==> src/rtl/v3alu_pkg.sv <==
package v3alu_pkg;

  localparam int unsigned FRAC_BITS_DEF = 16;
  localparam int unsigned SQRT_STAGES   = 32;
  localparam int unsigned NUM_LANES     = 3;

  localparam logic signed [31:0] S32_MAX = 32'sh7fff_ffff;
  localparam logic signed [31:0] S32_MIN = 32'sh8000_0000;

  typedef enum logic [2:0] {
    OP_ADD   = 3'd0,
    OP_SUB   = 3'd1,
    OP_DOT   = 3'd2,
    OP_CROSS = 3'd3,
    OP_LEN   = 3'd4,
    OP_NORM  = 3'd5
  } op_e;

  typedef struct packed {
    logic [2:0]         req_type;
    logic signed [31:0] a_x;
    logic signed [31:0] a_y;
    logic signed [31:0] a_z;
    logic signed [31:0] b_x;
    logic signed [31:0] b_y;
    logic signed [31:0] b_z;
  } req_t;

  typedef struct packed {
    logic signed [31:0] res_x;
    logic signed [31:0] res_y;
    logic signed [31:0] res_z;
    logic signed [31:0] res_scalar;
    logic               saturated;
  } res_t;

  typedef struct packed {
    logic signed [63:0] prod;
    logic signed [63:0] cr_p;
    logic signed [63:0] cr_q;
    logic signed [31:0] lin;
    logic               lin_sat;
  } lane_t;

  typedef struct packed {
    logic [2:0]         op;
    logic signed [31:0] a_x;
    logic signed [31:0] a_y;
    logic signed [31:0] a_z;
    logic [31:0]        len;
    res_t               res;
  } mid_t;

  typedef struct packed {
    logic signed [31:0] val;
    logic               sat;
  } sat_t;

  function automatic sat_t clamp66(logic signed [65:0] v);
    sat_t r;
    if (v > 66'(S32_MAX)) begin
      r.val = S32_MAX;
      r.sat = 1'b1;
    end else if (v < 66'(S32_MIN)) begin
      r.val = S32_MIN;
      r.sat = 1'b1;
    end else begin
      r.val = v[31:0];
      r.sat = 1'b0;
    end
    return r;
  endfunction

endpackage

==> src/rtl/v3alu_sqrt.sv <==
module v3alu_sqrt (
  input  logic        clk_i,
  input  logic [63:0] n_i,
  output logic [31:0] root_o
);

  localparam int unsigned NS = v3alu_pkg::SQRT_STAGES;

  logic [63:0] rem_q  [NS];
  logic [31:0] root_q [NS];

  for (genvar j = 0; j < NS; j++) begin : g_stage
    localparam int unsigned B = NS - 1 - j;
    logic [63:0] rem_in;
    logic [31:0] root_in;
    logic [65:0] trial;

    if (j == 0) begin : g_first
      assign rem_in  = n_i;
      assign root_in = '0;
    end else begin : g_next
      assign rem_in  = rem_q[j-1];
      assign root_in = root_q[j-1];
    end

    assign trial = (66'(root_in) << (B + 1)) + (66'd1 << (2 * B));

    always_ff @(posedge clk_i) begin
      if (66'(rem_in) >= trial) begin
        rem_q[j]  <= 64'(66'(rem_in) - trial);
        root_q[j] <= root_in | (32'd1 << B);
      end else begin
        rem_q[j]  <= rem_in;
        root_q[j] <= root_in;
      end
    end
  end

  assign root_o = root_q[NS-1];

endmodule

==> config.mk <==
export PLATFORM = sky130hd
export DESIGN_NAME = v3alu_sqrt
export DESIGN_NICKNAME = d
export VERILOG_FILES = /design/src/rtl/v3alu_pkg.sv /design/src/rtl/v3alu_sqrt.sv
export SDC_FILE = /design/constraint.sdc
export NUM_CORES = 2
export LEC_CHECK = 0
export BUFFER_PORTS_ARGS = -buffer_cell sky130_fd_sc_hd__buf_2
export CELL_PAD_IN_SITES_DETAIL_PLACEMENT = 1
export CELL_PAD_IN_SITES_GLOBAL_PLACEMENT = 1
export CORE_UTILIZATION = 54
export DETAILED_ROUTE_END_ITERATION = 8
export PLACE_DENSITY = 0.86
export REMOVE_ABC_BUFFERS = 1
export SKIP_CTS_REPAIR_TIMING = 1
export SLEW_MARGIN = 0
export SYNTH_ARGS = -nofsm -noshare
export SYNTH_HDL_FRONTEND = slang
export SYNTH_SLANG_ARGS = --single-unit
==> constraint.sdc <==
create_clock -name clk_i -period 6.45 [get_ports clk_i]
set_clock_uncertainty 0.15 [all_clocks]
set_input_delay 0.645 -clock clk_i [delete_from_list [all_inputs] [get_ports clk_i]]
set_output_delay 0.645 -clock clk_i [all_outputs]
set_load 0.03 [all_outputs]
==> key figures <==
Status
  – Run status: finished with violations
  – Violated checks: capacitance limit, slew limit

Clocking
  – Clock Path Buffers: 3
  – Clock Pin Slew Worst Setup and Hold Paths: 0.09 ns
  – Num CTS Buffers: about 240
  – CTS tree: yes
  – CTS H-tree depth: 4
  – Clk Latency, worst-skew pair: 0.98 ns
  – Root Driver: clkbuf_16
  – Clock Sinks: 2,512

STA
  – Min cycle time layout: between 5 and 6 ns
  – Final number of setup-violating endpoints: 0
  – Final Max Slew Viols: 4
  – Final hold violations: 0
  – Final worst slack: ~1.3 ns
  – Unrepaired setup endpoints after global routing: no
  – Headroom to the max-slew limit: -0.206
  – Final Cycle Share: 0.800
  – Fmax: ~190 MHz
  – Worst Tran Pin Value: 1.79 ns

Critical path
  – WP data arrival: 5.74 ns
  – CP max FO: 31
  – Reg-to-reg critical path endpoint: rem_q[0][994]$_DFF_P_
  – Reg2Reg Setup Slack: 1.29 ns
  – Critical setup path kind: register to register
  – RR Startpoint: root_q[0][475]$_DFF_P_
  – Reg2reg path depth: 11
  – Worst setup startpoint: root_q[0][475]$_DFF_P_
  – Nature of the critical path endpoint: register
  – CP required: about 7.0 ns
  – CP startpoint kind: register

Pwr
  – Tot Pwr: 52.7 mW
  – Pleak: 49.4 nW
  – Switching Share: 0.368
  – VDD IR max: ~390 uV
  – Gate power share: 0.261
  – Int Power: 33.3 mW
  – Part of the power in registers: 0.434
  – Cell Pwr Density: about 500 nW/um2
  – Clock power frac: 0.305
  – Psw: 19.4 mW

Synth
  – Post-Syn Area: roughly 95,000 um2
  – Yosys warns: 0
  – Post-synth EDFFs: 0
  – Mapped Cells: 9,550
  – Syn_area_per_cell: 9.95 um2
  – Netlist cell types: 83
  – Top cell type's share of synthesized area: 0.529
  – FFs w/ async S/R, synth: 0
  – Largest area contributor in the netlist: dfxtp_1
  – Dominant cell by count in the synthesized netlist: dfxtp_1
  – Synth area leaders: dfxtp_1 (53%), ha_1 (7.3%), xnor2_1 (4.7%)
  – Register bit count reported by yosys: 2,512
  – Post-synth top cells: dfxtp_1 (2,512), inv_1 (697), nor2_1 (681)
  – Top_reg_cell synth: dfxtp_1
  – Seq/Total Area, Yosys: 0.529

Place
  – Post-Place Cells: 11.8k
  – # port buffers: between 90 and 100
  – DP Worst Slack: ~1.9 ns
  – Detail Placement HPWL: roughly 210 mm
  – Placer Congestion: between 0.9 and 1

Global route
  – Antenna violations before repair: 48
  – Vias in the first global route: just over 80k
  – Largest net degree at the start of global routing: 61
  – Global-route wire length before repair: 506 mm
  – GRT Util Overall: 0.366
  – Total grt overflow: 0

Final layout
  – Layout Cells excl Fill: 12.3k
  – Share of cells above drive strength 1: 0.0710
  – Area growth syn-to-layout: 12.9%
  – Fin nets: 10.4k

Drt
  – Final WL: 376 mm
  – Average wire per standard cell: 30.5 um
  – Pre-antenna DRT Iters: 6
  – Via density: around 6.5
  – Starting DRT DRC Count: 7,850
  – Via Count: 79.8k
  – Drc violations: 0
  – Post-DRT Antenna Nets: 0

Worst hold path
  – Hold Path Depth: 0
  – WHS Endpoint: root_q[1][426]$_DFF_P_
  – Worst hold-check path type: register to register
  – Worst Min Path Start: root_q[1][394]$_DFF_P_

Die
  – Num ports: 97
  – Die Y: 421 um
  – Core footprint: 174,000 um2
  – Rows: about 150
  – Die Wd: 421 um
  – Initial core utilization: 0.545
  – Die area: 178,000 um2

Job
  – Max-capacitance violation count: 2
critical path: stages (launching register included):
cell and delay [ns]:
dfxtp_1 0.42, inv_1 0.09, ha_1 0.41, nand4_1 0.35
nor4_1 0.47, nand4_1 0.25, nor4_1 0.95, or4_1 0.23
a21o_1 0.21, buf_4 0.43, nor2_1 0.14, a21oi_1 0.83
worst max-delay path by stage:
stage,endpoint,cells past startpoint
after floorplan,rem_q[1][939]$_DFF_P_,12
after global placement,rem_q[1][892]$_DFF_P_,10
after detailed placement,rem_q[1][564]$_DFF_P_,10
after CTS,rem_q[1][892]$_DFF_P_,11
after global routing,rem_q[1][241]$_DFF_P_,12
final,rem_q[0][994]$_DFF_P_,11
kinds of logic (layout without fill, tap and decap cells):
logic type,Yosys count,in the layout,synth area share
compound gates,1801,1801,0.117
xor+xnor,875,875,0.0807
fa+ha+maj,558,558,0.0735
buf+inv,910,1333,0.0362
flops,2512,2512,0.529
mux,107,107,0.0126
other cells,0,19,0
simple gates,2787,2787,0.151
flip-flops by register name, indices dropped and copies added (netlist names):
name and cells:
root_q 528, rem_q 1984
cell usage in the layout (no fill, tap or decap), types with 38 or more instances in the layout:
master | netlist | final
o21a_1 | 100 | 100
nand4_1 | 166 | 166
bufinv_16 | 0 | 39
a31oi_1 | 49 | 49
nand2_1 | 540 | 540
inv_1 | 697 | 697
xnor2_1 | 513 | 513
dlygate4sd3_1 | 0 | 64
xor2_1 | 362 | 362
clkinv_2 | 0 | 38
o21ai_0 | 364 | 363
a21oi_1 | 673 | 672
and3_1 | 50 | 50
nor3_1 | 254 | 252
nor4b_1 | 45 | 45
or2_2 | 41 | 41
clkbuf_16 | 0 | 235
nand2b_1 | 110 | 110
nand3_1 | 156 | 154
clkbuf_1 | 177 | 46
or4_1 | 82 | 82
or3_1 | 112 | 112
ha_1 | 558 | 558
nor2b_1 | 82 | 82
nor4_1 | 314 | 314
dfxtp_1 | 2512 | 2512
clkbuf_8 | 0 | 46
a21o_1 | 271 | 271
nor2_1 | 681 | 681
o21bai_1 | 39 | 39
buf_2 | 14 | 96
mux2_2 | 100 | 100
cell type report:
type,instances,area (um2)
Tap cell,2325,2910
Clock buffer,327,6690
Timing Repair Buffer,191,1350
Inverter,698,2620
Sequential cell,2512,50300
Fill cell,18537,67200
Antenna cell,19,47.5
Clock inverter,117,1970
Multi-Input combinational cell,6128,41400
per-layer routing:
metal	track usage	vias up	part of all wire
met5	0	-	0.00097
met4	0.220	46	0.092
met3	0.0708	2255	0.085
met2	0.640	4946	0.47
met1	0.411	38942	0.35
li1	-	33600	-
power groups by stage:
stage,logic [mW],clock network (mW),registers [mW]
2_1_floorplan,9.10,0,21.1
4_1_cts,12.9,15.6,22.5
3_3_place_gp,11.5,0,22.5
3_5_place_dp,12.1,0,22.6
6_report,13.7,16.1,22.9
5_1_grt,14.6,16.6,22.9
stage by stage:
stage          TNS (ns)  instance area (um2)   util  hold WS [ns]
4_1_cts               0               107000  0.611        -0.356
3_5_place_dp          0                97900  0.561         0.187
6_report              0               107000  0.615         0.108
5_1_grt               0               107000  0.615         0.121
3_3_place_gp          0                97900  0.561         0.180
2_1_floorplan    -80.12                94200      -         0.172
Power figures use the tool's default switching activity.
