<file path="config.mk">
export PLATFORM = sky130hd
export DESIGN_NAME = v3alu_div_lane
export DESIGN_NICKNAME = d
export VERILOG_FILES = /design/src/rtl/v3alu_pkg.sv /design/src/rtl/v3alu_div_lane.sv
export SDC_FILE = /design/constraint.sdc
export NUM_CORES = 2
export LEC_CHECK = 0
export CAP_MARGIN = 20
export CORE_ASPECT_RATIO = 0.6
export CORE_UTILIZATION = 58
export DETAILED_ROUTE_END_ITERATION = 10
export DONT_BUFFER_PORTS = 1
export GPL_TIMING_DRIVEN = 0
export PLACE_DENSITY = 0.75
export SLEW_MARGIN = 20
export SYNTH_ARGS = -nofsm -noshare
export SYNTH_HDL_FRONTEND = slang
export SYNTH_SLANG_ARGS = --single-unit
</file>
<file path="constraint.sdc">
create_clock -name clk_i -period 5.02 [get_ports clk_i]
set_input_delay 0.502 -clock clk_i [delete_from_list [all_inputs] [get_ports clk_i]]
set_output_delay 0.502 -clock clk_i [all_outputs]
set_load 0.05 [all_outputs]
</file>
<file path="src/rtl/v3alu_pkg.sv">
package v3alu_pkg;

  localparam int unsigned FRAC_BITS_DEF = 16;
  localparam int unsigned SQRT_STAGES   = 32;
  localparam int unsigned NUM_LANES     = 3;

  localparam logic signed [31:0] S32_MAX = 32'sh7fff_ffff;
  localparam logic signed [31:0] S32_MIN = 32'sh8000_0000;

  typedef enum logic [2:0] {
    OP_ADD   = 3'd0,
    OP_SUB   = 3'd1,
    OP_DOT   = 3'd2,
    OP_CROSS = 3'd3,
    OP_LEN   = 3'd4,
    OP_NORM  = 3'd5
  } op_e;

  typedef struct packed {
    logic [2:0]         req_type;
    logic signed [31:0] a_x;
    logic signed [31:0] a_y;
    logic signed [31:0] a_z;
    logic signed [31:0] b_x;
    logic signed [31:0] b_y;
    logic signed [31:0] b_z;
  } req_t;

  typedef struct packed {
    logic signed [31:0] res_x;
    logic signed [31:0] res_y;
    logic signed [31:0] res_z;
    logic signed [31:0] res_scalar;
    logic               saturated;
  } res_t;

  typedef struct packed {
    logic signed [63:0] prod;
    logic signed [63:0] cr_p;
    logic signed [63:0] cr_q;
    logic signed [31:0] lin;
    logic               lin_sat;
  } lane_t;

  typedef struct packed {
    logic [2:0]         op;
    logic signed [31:0] a_x;
    logic signed [31:0] a_y;
    logic signed [31:0] a_z;
    logic [31:0]        len;
    res_t               res;
  } mid_t;

  typedef struct packed {
    logic signed [31:0] val;
    logic               sat;
  } sat_t;

  function automatic sat_t clamp66(logic signed [65:0] v);
    sat_t r;
    if (v > 66'(S32_MAX)) begin
      r.val = S32_MAX;
      r.sat = 1'b1;
    end else if (v < 66'(S32_MIN)) begin
      r.val = S32_MIN;
      r.sat = 1'b1;
    end else begin
      r.val = v[31:0];
      r.sat = 1'b0;
    end
    return r;
  endfunction

endpackage

</file>
<file path="src/rtl/v3alu_div_lane.sv">
module v3alu_div_lane #(
  parameter int unsigned FRAC_BITS = v3alu_pkg::FRAC_BITS_DEF
) (
  input  logic               clk_i,
  input  logic signed [31:0] a_i,
  input  logic [31:0]        len_i,
  output logic signed [31:0] quot_o
);

  localparam int unsigned DW = 32 + FRAC_BITS;
  localparam int unsigned QW = FRAC_BITS + 1;

  logic [DW-1:0] rem_q [QW];
  logic [QW-1:0] q_q   [QW];
  logic [31:0]   len_q [QW];
  logic          neg_q [QW];
  logic [31:0]   mag;
  logic [31:0]   qn;

  assign mag = a_i[31] ? 32'(-a_i) : 32'(a_i);

  for (genvar j = 0; j < QW; j++) begin : g_stage
    localparam int unsigned K = QW - 1 - j;
    logic [DW-1:0] rem_in;
    logic [QW-1:0] q_in;
    logic [31:0]   len_in;
    logic          neg_in;
    logic [DW-1:0] trial;

    if (j == 0) begin : g_first
      assign rem_in = DW'(mag) << FRAC_BITS;
      assign q_in   = '0;
      assign len_in = len_i;
      assign neg_in = a_i[31];
    end else begin : g_next
      assign rem_in = rem_q[j-1];
      assign q_in   = q_q[j-1];
      assign len_in = len_q[j-1];
      assign neg_in = neg_q[j-1];
    end

    assign trial = DW'(len_in) << K;

    always_ff @(posedge clk_i) begin
      len_q[j] <= len_in;
      neg_q[j] <= neg_in;
      if (rem_in >= trial) begin
        rem_q[j] <= rem_in - trial;
        q_q[j]   <= q_in | (QW'(1) << K);
      end else begin
        rem_q[j] <= rem_in;
        q_q[j]   <= q_in;
      end
    end
  end

  assign qn     = 32'(q_q[QW-1]);
  assign quot_o = neg_q[QW-1] ? -qn : qn;

endmodule

</file>
==> metrics <==
outcome complete, but fails checks; failing checks negative setup slack; Fin. Hold Viols 0; Detailed Place HPWL roughly 150000 um; Reg clk slew, reported paths approximately 0.07 ns; Lkg Pwr approximately 32 nW; critical path type flop to flop; Final Cell Area ~70000 um^2; hold_sp a_i[27]; routed via count around 53000; pin count of the biggest net entering global routing 19; hold path endpoint rem_q[0][43]; final WL 188300 um; peak supply drop 0.0003746 V; final worst slack -0.2708 ns; PwrDens a little over 700 nW/um^2; CP delay by family, top compound AO/OA/AOI/OAI gates; top_reg_cell synth dfxtp_1; element type at the critical path end flop; total CTS buffers about 120; Post-synth EDFFs 0; overall die width about 430 um; R2R cell count 15; Multi-input gate area about 34000 um^2; Layout Area Growth over Synthesis 10.82%; required time of the critical path about 5.7 ns; hold slack between 0.03 and 0.04 ns; Period Utilization, post-route 105.4%; I/O Buffers 0; number of max-cap violations 0; Async SR Flop Fraction 0%; startpoint types flop; Worst Tran Pin Value around 1.2 ns; Rows 93; Worst Path Max Fanout 7; syn nets between 7000 and 8000; H-tree levels 3; Register Area approximately 26000 um^2; Ys Warns 0; Worst slew margin approximately 16%; die height between 200 and 300 um; Yosys cell types approximately 80; sequential fraction of the synthesis area about two fifths; fmax between 150 and 200 MHz; Longest Clk Path Bufs 3; Critical Path Max Stage Delay around 0.65 ns; Overall Global Routing Usage about a third; CTS root buf clkbuf_16; CP arrival 5.98 ns; fin cells approximately 8900; number of instances in the placed design 8591; worst r2r dst rem_q[10][47]; CTS Sinks approximately 1300; CP cell instances inv_1, fa_1, nor2b_1, o31a_1, o21ai_0, a21boi_1, o21ai_0, a21o_1, a21o_1, nor2b_1, clkbuf_1, inv_1, o211ai_1, nor3_1, xor2_1; worst hold path type input pin to flop; TNS Setup -1.618 ns; Routed Antenna Nets 0; Cell Area, Synth 63510 um^2; worst r2r src rem_q[9][7]; fillers ~9000; beginning of the critical path rem_q[9][7]; DR WL/cell 21.26 um; first-pass GRT wire length ~290000 um; Clk Latency, worst-skew pair 0.78 ns; min Tclk post-route 5.291 ns; Syn Inst Count around 7200; initial antenna violation count 8; drt via density between 5 and 6; layout cells sized above 1 6.045%; Max Slew Vio Count 0; Critical path buffers and inverters 3; vias in the first global route 48190; DRC viols 0; worst reg-to-reg setup slack -0.27 ns; Final Wtd Congestion 1.077; nets@finish just under 8000; Pre-antenna DRT Iters 6; Die ar. 110900 um^2; #FFs+latches synth 1314; dpl cell area about 65000 um^2; GR Overflow Total 0; Slowest cell on crit path inv_1; mean post-synth cell area approximately 8.9 um^2; Initial Utilization 58.88%; Setup violations, final 28; RSZ-0062 raised after global routing true; CTS tree done; Final Skew between 0.03 and 0.04 ns; IO Count 97; Core Region between 100000 and 150000 um^2; number of instances on the worst hold path 3; initial DRC count between 6000 and 7000
-- worst reg2reg max path: cells and delay by family (launching register included) --
family | cells | cell delay (ns)
buffers and inverters | 3 | 1.11
AO/OA/AOI/OAI | 7 | 2.24
flip-flops | 1 | 0.64
AND/OR/NAND/NOR | 3 | 0.56
XOR/XNOR | 1 | 0.16
adder cells (fa/ha/maj) | 1 | 0.48
-- routing by layer --
| metal | GRT usage [%] | up-vias | share of wire [%] |
|---|---|---|---|
| met5 | 1.135 | - | 0.0090 |
| met4 | 4.042 | 2 | 0.92 |
| met3 | 16.95 | 150 | 16 |
| met2 | 34.32 | 2435 | 30 |
| met1 | 56.46 | 25260 | 53 |
| li1 | - | 25120 | - |
-- area by class of cell --
class | count | share of cell area (%)
Antenna cell | 5 | 0.01778
Buffer | 184 | 1.145
Clock buffer | 147 | 4.475
Clock inverter | 70 | 1.477
Inverter | 675 | 3.600
Multi-Input combinational cell | 4988 | 48.64
Sequential cell | 1314 | 37.38
Tap cell | 1425 | 2.533
Timing Repair Buffer | 50 | 0.7324
-- registers in the layout (all words and copies together), names as in the netlist --
signal / count
rem_q: 632
q_q: 153
len_q: 512
neg_q: 17
-- report_power, final --
group          switching (mW)  total (mW)  internal (mW)
registers                1.97        15.7           13.8
clock network            4.27        9.71           5.44
logic                    14.5        24.3           9.80
-- through the flow --
stage | utilization [%] | setup slack [ns] | total power, mW
floorplan | - | 0.01941 | 32.73
global placement | 60.54 | -1.966 | 38.15
detailed placement | 60.60 | -1.714 | 38.69
CTS | 65.07 | 0.01057 | 48.72
global route | 65.24 | -0.2152 | 52.72
finish | 65.25 | -0.2708 | 49.70
-- cells by family after synthesis --
kind of cell / after synthesis / share of synthesized area (%)
compound gates: 1927 / 18.76
xor+xnor: 596 / 8.219
fa+ha+maj: 561 / 11.24
buf+inv: 862 / 5.112
flops: 1314 / 41.42
mux: 94 / 1.665
simple gates: 1810 / 13.59
-- placed cells by master (no fill, tap or decap), types with 28 or more instances in the layout --
cell           Yosys  routed
a211oi_1          43      40
a21o_1           298     298
a21oi_1          651     646
a31oi_1           57      56
and2_1            32      32
and3_1            42      41
clkbuf_1         166     146
clkbuf_16          0     116
dfxtp_1         1314    1314
dlygate4sd3_1      0      43
ha_1             545     543
inv_1            674     674
mux2_2            93      93
nand2_1          564     564
nand2b_1          85      85
nand3_1          113     113
nand4_1           99      99
nor2_1           488     486
nor2b_1           75      75
nor3_1            97      94
nor4_1            56      50
o21a_1            69      69
o21ai_0          462     455
o21bai_1          63      63
o31ai_1           51      47
or2_2             28      28
or3_1             39      37
xnor2_1          350     350
xor2_1           246     246
-- worst max-delay path by stage --
stage	to	slack (ns)	depth (start not counted)
2_1_floorplan	rem_q[0][19]	0.02	15
3_3_place_gp	rem_q[0][45]	-1.97	16
3_5_place_dp	rem_q[0][42]	-1.71	16
4_1_cts	rem_q[9][26]	0.01	10
5_1_grt	rem_q[10][47]	-0.22	15
6_report	rem_q[10][47]	-0.27	15
-- synth_stat cells (113+ instances only) --
library cell,n,area [um^2]
nand2_1,564,2117
nand3_1,113,565.5
a21oi_1,651,3258
a21o_1,298,2237
xor2_1,246,2155
xnor2_1,350,3065
o21ai_0,462,2312
clkbuf_1,166,623.1
dfxtp_1,1314,26310
nor2_1,488,1832
ha_1,545,6819
inv_1,674,2530
-- timing repair --
action	in CTS	in global routing
hold buffers	43	0
setup buffers	2	2
gates resized for setup	56	68
pin swaps	1	3
endpoints found under the setup margin	322	313
endpoints found under the hold margin	43	0
gates cloned	0	0
Note: power is estimated with default switching activity, not from simulation.
