### config.mk
export PLATFORM = sky130hd
export DESIGN_NAME = v3alu_merge
export DESIGN_NICKNAME = d
export VERILOG_FILES = /design/src/rtl/v3alu_pkg.sv /design/src/rtl/v3alu_merge.sv
export SDC_FILE = /design/constraint.sdc
export NUM_CORES = 1
export LEC_CHECK = 0
export BUFFER_PORTS_ARGS = -buffer_cell sky130_fd_sc_hd__buf_4
export CAP_MARGIN = 40
export CORE_AREA = 2 2 432 434
export CTS_CLUSTER_SIZE = 8
export DETAILED_ROUTE_END_ITERATION = 8
export DIE_AREA = 0 0 434 436
export SKIP_CTS_REPAIR_TIMING = 1
export SLEW_MARGIN = 20
export SYNTH_ARGS = -nofsm -noshare
export SYNTH_HDL_FRONTEND = slang
export SYNTH_SLANG_ARGS = --single-unit
export TNS_END_PERCENT = 5
### constraint.sdc
create_clock -name clk_i -period 10.72 [get_ports clk_i]
set_clock_uncertainty 0.15 [all_clocks]
set_input_delay 1.608 -clock clk_i [delete_from_list [all_inputs] [get_ports clk_i]]
set_output_delay 1.608 -clock clk_i [all_outputs]
set_load 0.02 [all_outputs]
### src/rtl/v3alu_pkg.sv
package v3alu_pkg;

  localparam int unsigned FRAC_BITS_DEF = 16;
  localparam int unsigned SQRT_STAGES   = 32;
  localparam int unsigned NUM_LANES     = 3;

  localparam logic signed [31:0] S32_MAX = 32'sh7fff_ffff;
  localparam logic signed [31:0] S32_MIN = 32'sh8000_0000;

  typedef enum logic [2:0] {
    OP_ADD   = 3'd0,
    OP_SUB   = 3'd1,
    OP_DOT   = 3'd2,
    OP_CROSS = 3'd3,
    OP_LEN   = 3'd4,
    OP_NORM  = 3'd5
  } op_e;

  typedef struct packed {
    logic [2:0]         req_type;
    logic signed [31:0] a_x;
    logic signed [31:0] a_y;
    logic signed [31:0] a_z;
    logic signed [31:0] b_x;
    logic signed [31:0] b_y;
    logic signed [31:0] b_z;
  } req_t;

  typedef struct packed {
    logic signed [31:0] res_x;
    logic signed [31:0] res_y;
    logic signed [31:0] res_z;
    logic signed [31:0] res_scalar;
    logic               saturated;
  } res_t;

  typedef struct packed {
    logic signed [63:0] prod;
    logic signed [63:0] cr_p;
    logic signed [63:0] cr_q;
    logic signed [31:0] lin;
    logic               lin_sat;
  } lane_t;

  typedef struct packed {
    logic [2:0]         op;
    logic signed [31:0] a_x;
    logic signed [31:0] a_y;
    logic signed [31:0] a_z;
    logic [31:0]        len;
    res_t               res;
  } mid_t;

  typedef struct packed {
    logic signed [31:0] val;
    logic               sat;
  } sat_t;

  function automatic sat_t clamp66(logic signed [65:0] v);
    sat_t r;
    if (v > 66'(S32_MAX)) begin
      r.val = S32_MAX;
      r.sat = 1'b1;
    end else if (v < 66'(S32_MIN)) begin
      r.val = S32_MIN;
      r.sat = 1'b1;
    end else begin
      r.val = v[31:0];
      r.sat = 1'b0;
    end
    return r;
  endfunction

endpackage

### src/rtl/v3alu_merge.sv
module v3alu_merge #(
  parameter int unsigned FRAC_BITS = v3alu_pkg::FRAC_BITS_DEF
) (
  input  logic               clk_i,
  input  logic [2:0]         op_i,
  input  logic signed [31:0] a_x_i,
  input  logic signed [31:0] a_y_i,
  input  logic signed [31:0] a_z_i,
  input  v3alu_pkg::lane_t   lane_i [v3alu_pkg::NUM_LANES],
  output v3alu_pkg::mid_t    mid_o,
  output logic [63:0]        sq_o
);

  logic signed [65:0] dot_sum;
  logic signed [65:0] cr_d [v3alu_pkg::NUM_LANES];
  v3alu_pkg::sat_t    dot_c;
  v3alu_pkg::sat_t    cr_c [v3alu_pkg::NUM_LANES];
  v3alu_pkg::mid_t    mid_d, mid_q;
  logic [63:0]        sq_d, sq_q;

  always_comb begin
    dot_sum = 66'(lane_i[0].prod) + 66'(lane_i[1].prod) + 66'(lane_i[2].prod);
    dot_c   = v3alu_pkg::clamp66(dot_sum >>> FRAC_BITS);
    for (int i = 0; i < v3alu_pkg::NUM_LANES; i++) begin
      cr_d[i] = 66'(lane_i[i].cr_p) - 66'(lane_i[i].cr_q);
      cr_c[i] = v3alu_pkg::clamp66(cr_d[i] >>> FRAC_BITS);
    end
    sq_d = 64'(lane_i[0].prod) + 64'(lane_i[1].prod) + 64'(lane_i[2].prod);

    mid_d.op  = op_i;
    mid_d.a_x = a_x_i;
    mid_d.a_y = a_y_i;
    mid_d.a_z = a_z_i;
    mid_d.len = '0;
    mid_d.res = '0;
    case (op_i)
      v3alu_pkg::OP_ADD, v3alu_pkg::OP_SUB: begin
        mid_d.res.res_x     = lane_i[0].lin;
        mid_d.res.res_y     = lane_i[1].lin;
        mid_d.res.res_z     = lane_i[2].lin;
        mid_d.res.saturated = lane_i[0].lin_sat | lane_i[1].lin_sat | lane_i[2].lin_sat;
      end
      v3alu_pkg::OP_DOT: begin
        mid_d.res.res_scalar = dot_c.val;
        mid_d.res.saturated  = dot_c.sat;
      end
      v3alu_pkg::OP_CROSS: begin
        mid_d.res.res_x     = cr_c[0].val;
        mid_d.res.res_y     = cr_c[1].val;
        mid_d.res.res_z     = cr_c[2].val;
        mid_d.res.saturated = cr_c[0].sat | cr_c[1].sat | cr_c[2].sat;
      end
      default: begin
        mid_d.res = '0;
      end
    endcase
  end

  always_ff @(posedge clk_i) begin
    mid_q <= mid_d;
    sq_q  <= sq_d;
  end

  assign mid_o = mid_q;
  assign sq_o  = sq_q;

endmodule

==> out/metrics.csv, run 1 <==
metric,value,unit
status,completed,
Leakage,17.34,nW
Syn. warnings,0,
Post-synth top flop,dfxtp_1,
Max Clk Rate,0.1397,GHz
headroom to the max-slew limit,33.75,%
first-pass iteration count of the detailed router,6,
Final TNS setup,0,ns
register bit count reported by yosys,292,
"Max FO, Critical Path",23,
DIE AREA,0.1892,mm²
Tcrit/Tclk final,66.79,%
Worst-Margin Slew,0.9810,ns
Peak VDD IR,0.0001500,V
CTS tree,yes,
hold wc startpoint,a_y_i[26],
gpl congestion,1.014,
final max-slew violation count,0,
CTS Root Cell,clkbuf_16,
largest net degree at the start of global routing,66,
Critical Path Start Type,input port,
Fin. Hold Viols,0,
share of cells above drive strength 1,28.33,%
core area,0.1846,mm²
Synth-to-Final Area Change,48.65,%
I/O pins,1099,
Max Buffers Root-to-Sink,3,
Starting Density,13.73,%
hold crit path type,input port to flop,
initial drt markers,2480,
Post-synth EDFFs,0,
Via Count,30390,
CTS buffer count,49,
antenna violations before repair,103,
CP endpoint kind,flop,
Routed WL,197.7,mm
Tmin final,7.160,ns
Crit Path Class,input port to flop,
Max-Cap Viols,0,
Die Span Y,436,µm
total gr overflow,0,
library cells used by synthesis,100,
RSZ-0062 raised after global routing,no,
H-tree levels,2,
"Async S/R FF share, synth",0,%
Vias/cell,4.468,
# clock sinks,292,
Final setup viols,0,
Util after Layout,20.41,%
DR WL/cell,29.07,µm
Hold Path Depth,1,
Antenna Nets Post-Route,0,
Syn Std Cell Area,0.02535,mm²
cell row count,158,
Worst Path Arrival,7.51,ns
Synth Area per Inst,7.803,µm²
Cells after Synth,3249,
power per cell area,155.3,mW/mm²
first-pass GRT wire length,258.6,mm
Buffers on Ports,1066,
register area share after synthesis,23.06,%
vias in the first global route,29780,
die width,434,µm
detailed placement HPWL,176.8,mm
"Reg clk slew, reported paths",0.06,ns
GRT Resource Usage Total,19.95,%
Final nets,5358,
# DRC,0,
Min-Delay Endpoint,mid_o[219],
data required time of the critical path,11.07,ns
through the flow:
stage	area (µm²)	worst slack [ns]	hold WS, ns	power (mW)	cells
after global routing	37660	3.345	0.7941	6.181	6792
after global placement	35920	2.641	1.563	4.188	6678
final	37680	3.560	0.8691	5.852	6802
after CTS	37580	3.688	0.7739	5.912	6767
after detailed placement	35990	3.005	1.564	4.193	6689
after floorplan	25470	4.976	1.486	2.810	3280
worst max-delay path, cell delays in order:
cell	delay (ns)
buf_4	0.12
fa_1	0.48
ha_1	0.39
a21oi_1	0.30
a21oi_1	0.11
a211oi_1	0.33
o21bai_1	0.18
a211oi_1	0.64
nand2_1	0.30
a31oi_1	0.45
mux2i_1	0.28
or4_1	0.56
nor3b_1	0.21
nand4_1	0.12
o211ai_1	0.68
buf_4	0.30
buf_4	0.31
o21ai_1	0.11
worst max path at each step:
stage,startpoint,slack [ns],end
global placement,lane_i[179],2.64,mid_o[21]
finish,lane_i[175],3.56,mid_o[20]
detailed placement,lane_i[175],3.00,mid_o[23]
global route,lane_i[175],3.35,mid_o[19]
CTS,lane_i[175],3.69,mid_o[19]
floorplan,lane_i[168],4.98,mid_o[10]
area by class of cell:
type | instances | area, µm²
Sequential cell | 292 | 5846
Multi-Input combinational cell | 2544 | 17820
Timing Repair Buffer | 1094 | 8194
Tap cell | 2480 | 3103
Clock buffer | 65 | 1376
Inverter | 284 | 1066
Clock inverter | 13 | 207.7
Antenna cell | 30 | 75.07
Fill cell | 20930 | 147000
power breakdown:
part | total (mW) | leakage (nW) | switching, mW | internal (mW)
registers | 1.36 | 2.44 | 0.0718 | 1.28
clock network | 1.65 | 0.776 | 0.680 | 0.966
logic | 2.85 | 14.1 | 1.82 | 1.03
synth_stat cells (74+ instances only):
cell,n,area [µm²]
a21o_1,93,698.2
o21ai_1,74,370.4
ha_1,253,3166
dfxtp_1,292,5846
nor3_1,74,370.4
xnor2_1,93,814.5
inv_1,284,1066
o21ai_0,177,885.9
xor2_1,91,797.0
nand2_1,309,1160
clkbuf_1,105,394.1
nand4_1,88,550.5
nor2_1,192,720.7
a21oi_1,325,1627
registers in the layout (all words and copies together), names as in the netlist:
signal,flops
sq_o,64
mid_o,228
per-layer routing:
metal / GRT usage, % / vias to the layer above / routed length [µm]
met5: 0 / - / 49
met3: 5.194 / 338 / 15360
met4: 6.670 / 8 / 6896
met1: 24.64 / 14840 / 82210
met2: 33.35 / 1445 / 93240
li1: - / 13760 / -
layout by cell type (no fill, tap or decap), types with 12 or more instances in the layout:
master / count
clkbuf_16: 49
buf_4: 1083
nand3_1: 60
and2_1: 23
o31ai_1: 24
nand4_1: 88
a211oi_1: 30
ha_1: 253
inv_1: 284
a31oi_1: 29
conb_1: 32
o21a_1: 39
o211ai_1: 26
or3_1: 19
fa_1: 65
nand2_1: 309
a21oi_1: 325
dfxtp_1: 292
a31o_2: 12
or4_1: 13
nor4_1: 24
nand2b_1: 25
nor2_1: 189
diode_2: 30
and3_1: 37
o21ai_1: 74
and4_1: 12
xor2_1: 91
nor2b_1: 17
o21ai_0: 177
nor3_1: 74
o21bai_1: 36
a21o_1: 93
a221o_1: 68
xnor2_1: 93
cell families after synthesis:
family | synth area share (%)
other cells | 0.01479
mux | 0.2418
compound gates | 27.31
buf+inv | 7.260
simple gates | 18.13
xor+xnor | 6.357
fa+ha+maj | 17.62
flops | 23.06
(Power assumes the default switching activity.)
==> run 2: changes to the inputs <==
ABC_AREA = 1   (was unset)
CORE_AREA = 2 2 425 427   (was 2 2 432 434)
DIE_AREA = 0 0 427 429   (was 0 0 434 436)
clock period = 6.41 ns   (was 10.72 ns; I/O delays follow)
==> out/metrics.csv, run 2 <==
metric,value,unit,change
most frequent cells in the layout,"nand2_1, inv_1, buf_4",,"was buf_4, a21oi_1, nand2_1"
register area share after synthesis,17.79,%,was 23.06%
library cells used by synthesis,47,,was 100
Synth area leaders,"nand2_1, dfxtp_1, inv_1",,"was dfxtp_1, ha_1, a21oi_1"
fin area,0.04489,mm²,was 0.03768 mm²
first-pass GRT wire length,268.8,mm,was 258.6 mm
GRT Resource Usage Total,20.04,%,was 19.95%
Final nets,8094,,"was 5,358"
Tmin final,4.830,ns,
setup ws final,1.580,ns,was 3.560 ns
H-tree levels,2,,unchanged
Sw Ratio,47.48,%,was 43.96%
hold wc startpoint,a_x_i[13],,was a_y_i[26]
power per cell area,218.2,mW/mm²,was 155.3 mW/mm²
Tcrit/Tclk final,75.35,%,
share of cells above drive strength 1,17.26,%,was 28.33%
"commonest non-fill, non-tap cell in the layout",nand2_1,,was buf_4
placed cell count,9309,,"was 6,689"
# DRC,0,,unchanged
gpl congestion,1.009,,was 1.014
cell row count,155,,was 158
Cells after Synth,5919,,"was 3,249"
Post-synth EDFFs,0,,unchanged
core area,0.1780,mm²,was 0.1846 mm²
Peak VDD IR,0.0001815,V,was 0.0001500 V
Syn. warnings,0,,unchanged
DR WL/cell,20.53,µm,was 29.07 µm
Final TNS setup,0,ns,unchanged
met2 WL post-DR,95.67,mm,was 93.24 mm
die width,427,µm,was 434 µm
CP endpoint kind,flop,,unchanged
RSZ-0062 raised after global routing,no,,unchanged
Max Buffers Root-to-Sink,3,,unchanged
post-route insts no fill,9375,,"was 6,802"
Critical Path Start Type,input port,,unchanged
I/O pins,1099,,unchanged
Synth area leader,nand2_1,,was dfxtp_1
register bit count reported by yosys,292,,unchanged
filler instances,20410,,"was 20,930"
Leakage,25.32,nW,was 17.34 nW
Placed Area,0.04363,mm²,was 0.03599 mm²
data required time of the critical path,6.75,ns,was 11.07 ns
first-pass iteration count of the detailed router,6,,unchanged
"Async S/R FF share, synth",0,%,unchanged
# clock sinks,292,,unchanged
Vias/cell,4.309,,was 4.468
top-count cell post-synth,nand2_1,,was a21oi_1
Die Span Y,429,µm,was 436 µm
largest net degree at the start of global routing,53,,was 66
Worst-Margin Slew,0.8231,ns,was 0.9810 ns
Via Count,40400,,"was 30,390"
Reg power frac,22.9,%,was 23.2%
commonest cells in the netlist,"nand2_1, inv_1, nor2_1, nand3_1, a21oi_1",,"was a21oi_1, nand2_1, dfxtp_1, inv_1, ha_1"
highest metal used,met5,,unchanged
Crit Path Class,input port to flop,,unchanged
Antenna Nets Post-Route,0,,unchanged
Gate power share,54.2,%,was 48.7%
initial drt markers,3044,,"was 2,480"
status,completed,,unchanged
Min-Delay Endpoint,mid_o[238],,was mid_o[219]
Starting Density,18.46,%,was 13.73%
met3 WL,11.87,mm,was 15.36 mm
Metal-1 WL,77.36,mm,was 82.21 mm
CTS tree,yes,,unchanged
Sw Pwr,4.651,mW,was 2.572 mW
Max-Cap Viols,0,,unchanged
Synth-to-Final Area Change,36.57,%,was 48.65%
CTS Root Cell,clkbuf_16,,unchanged
top cell type's share of synthesized area,25.88,%,was 23.06%
Max Clk Rate,0.2070,GHz,
Routed WL,192.5,mm,was 197.7 mm
detailed placement HPWL,171.3,mm,was 176.8 mm
final max-slew violation count,0,,unchanged
Syn Std Cell Area,0.03287,mm²,was 0.02535 mm²
max reg flops,228,,unchanged
P_int,5.145,mW,was 3.280 mW
antenna violations before repair,17,,was 103
headroom to the max-slew limit,44.94,%,was 33.75%
vias in the first global route,39360,,"was 29,780"
"Reg clk slew, reported paths",0.06,ns,about the same
total gr overflow,0,,unchanged
DIE AREA,0.1832,mm²,was 0.1892 mm²
clock power share,22.9,%,was 28.1%
pre-CTS WS,1.073,ns,was 3.005 ns
hold crit path type,input port to flop,,unchanged
Fin. Hold Viols,0,,unchanged
Post-synth top flop,dfxtp_1,,unchanged
Hold Path Depth,1,,unchanged
Synth Area per Inst,5.553,µm²,was 7.803 µm²
CTS buffer count,45,,was 49
Final setup viols,0,,unchanged
Buffers on Ports,1066,,unchanged
Worst Path Arrival,5.17,ns,was 7.51 ns
"Max FO, Critical Path",33,,was 23
[run 2: worst max path at each step]
stage,from,endpoint,depth (start not counted)
floorplan,lane_i[162],mid_o[10],21
global placement,lane_i[203],mid_o[0],19
detailed placement,lane_i[203],mid_o[0],19
CTS,lane_i[203],mid_o[0],19
global route,lane_i[175],mid_o[0],21
finish,lane_i[203],mid_o[0],19
[run 2: stage by stage]
step	total power [mW]	hold slack (ns)	utilization [%]
floorplan	5.099	0.8392	-
global placement	7.595	0.9158	24.48
detailed placement	7.594	0.9170	24.51
CTS	9.916	0.2003	25.20
global route	10.39	0.2222	25.21
finish	9.796	0.2747	25.21
[run 2: critical path: stages]
cell     delay, ns
buf_4         0.12
fa_1          0.48
ha_1          0.37
a21oi_1       0.39
o21ai_0       0.33
a21oi_1       0.36
o21ai_0       0.25
a21oi_1       0.21
nand2_1       0.07
nand2_1       0.06
nand2_1       0.15
nor2_1        0.12
nand3_1       0.09
nor2_1        0.14
nand3_1       0.10
nand2_2       0.56
nand2_1       0.19
a21oi_1       0.16
nand2_1       0.06
[run 2: power groups by stage]
stage          Clock, mW  Sequential [mW]  Combinational (mW)
5_1_grt             2.39             2.26                5.74
6_report            2.24             2.25                5.31
3_3_place_gp           0             2.28                5.31
4_1_cts             2.34             2.25                5.33
3_5_place_dp           0             2.28                5.31
2_1_floorplan          0             2.62                2.48
[run 2: final cells by class]
cell class,count,area [µm²],area share [%]
diodes,9,22.52,0.05017
clock buffers,49,1141,2.542
clock inverters,8,95.09,0.2118
inverters,1180,4434,9.878
multi-input cells,4391,22170,49.40
flip-flops and latches,292,5846,13.02
well taps,2355,2947,6.564
repair buffers,1091,8230,18.34
[run 2: routing by layer]
metal	GRT usage, %	vias to the layer above
met5	0	-
met4	7.735	4
met3	2.951	239
met2	36.14	1560
met1	23.59	18380
li1	-	20210
[run 2: cell families after synthesis]
family,synth area share (%)
xor gates and xnor gates,2.661
AOI/OAI and AO/OA,9.506
other,0.01141
buffers and inverters,15.17
adders and majority gates,13.59
DFF,17.79
and+or+nand+nor,41.28
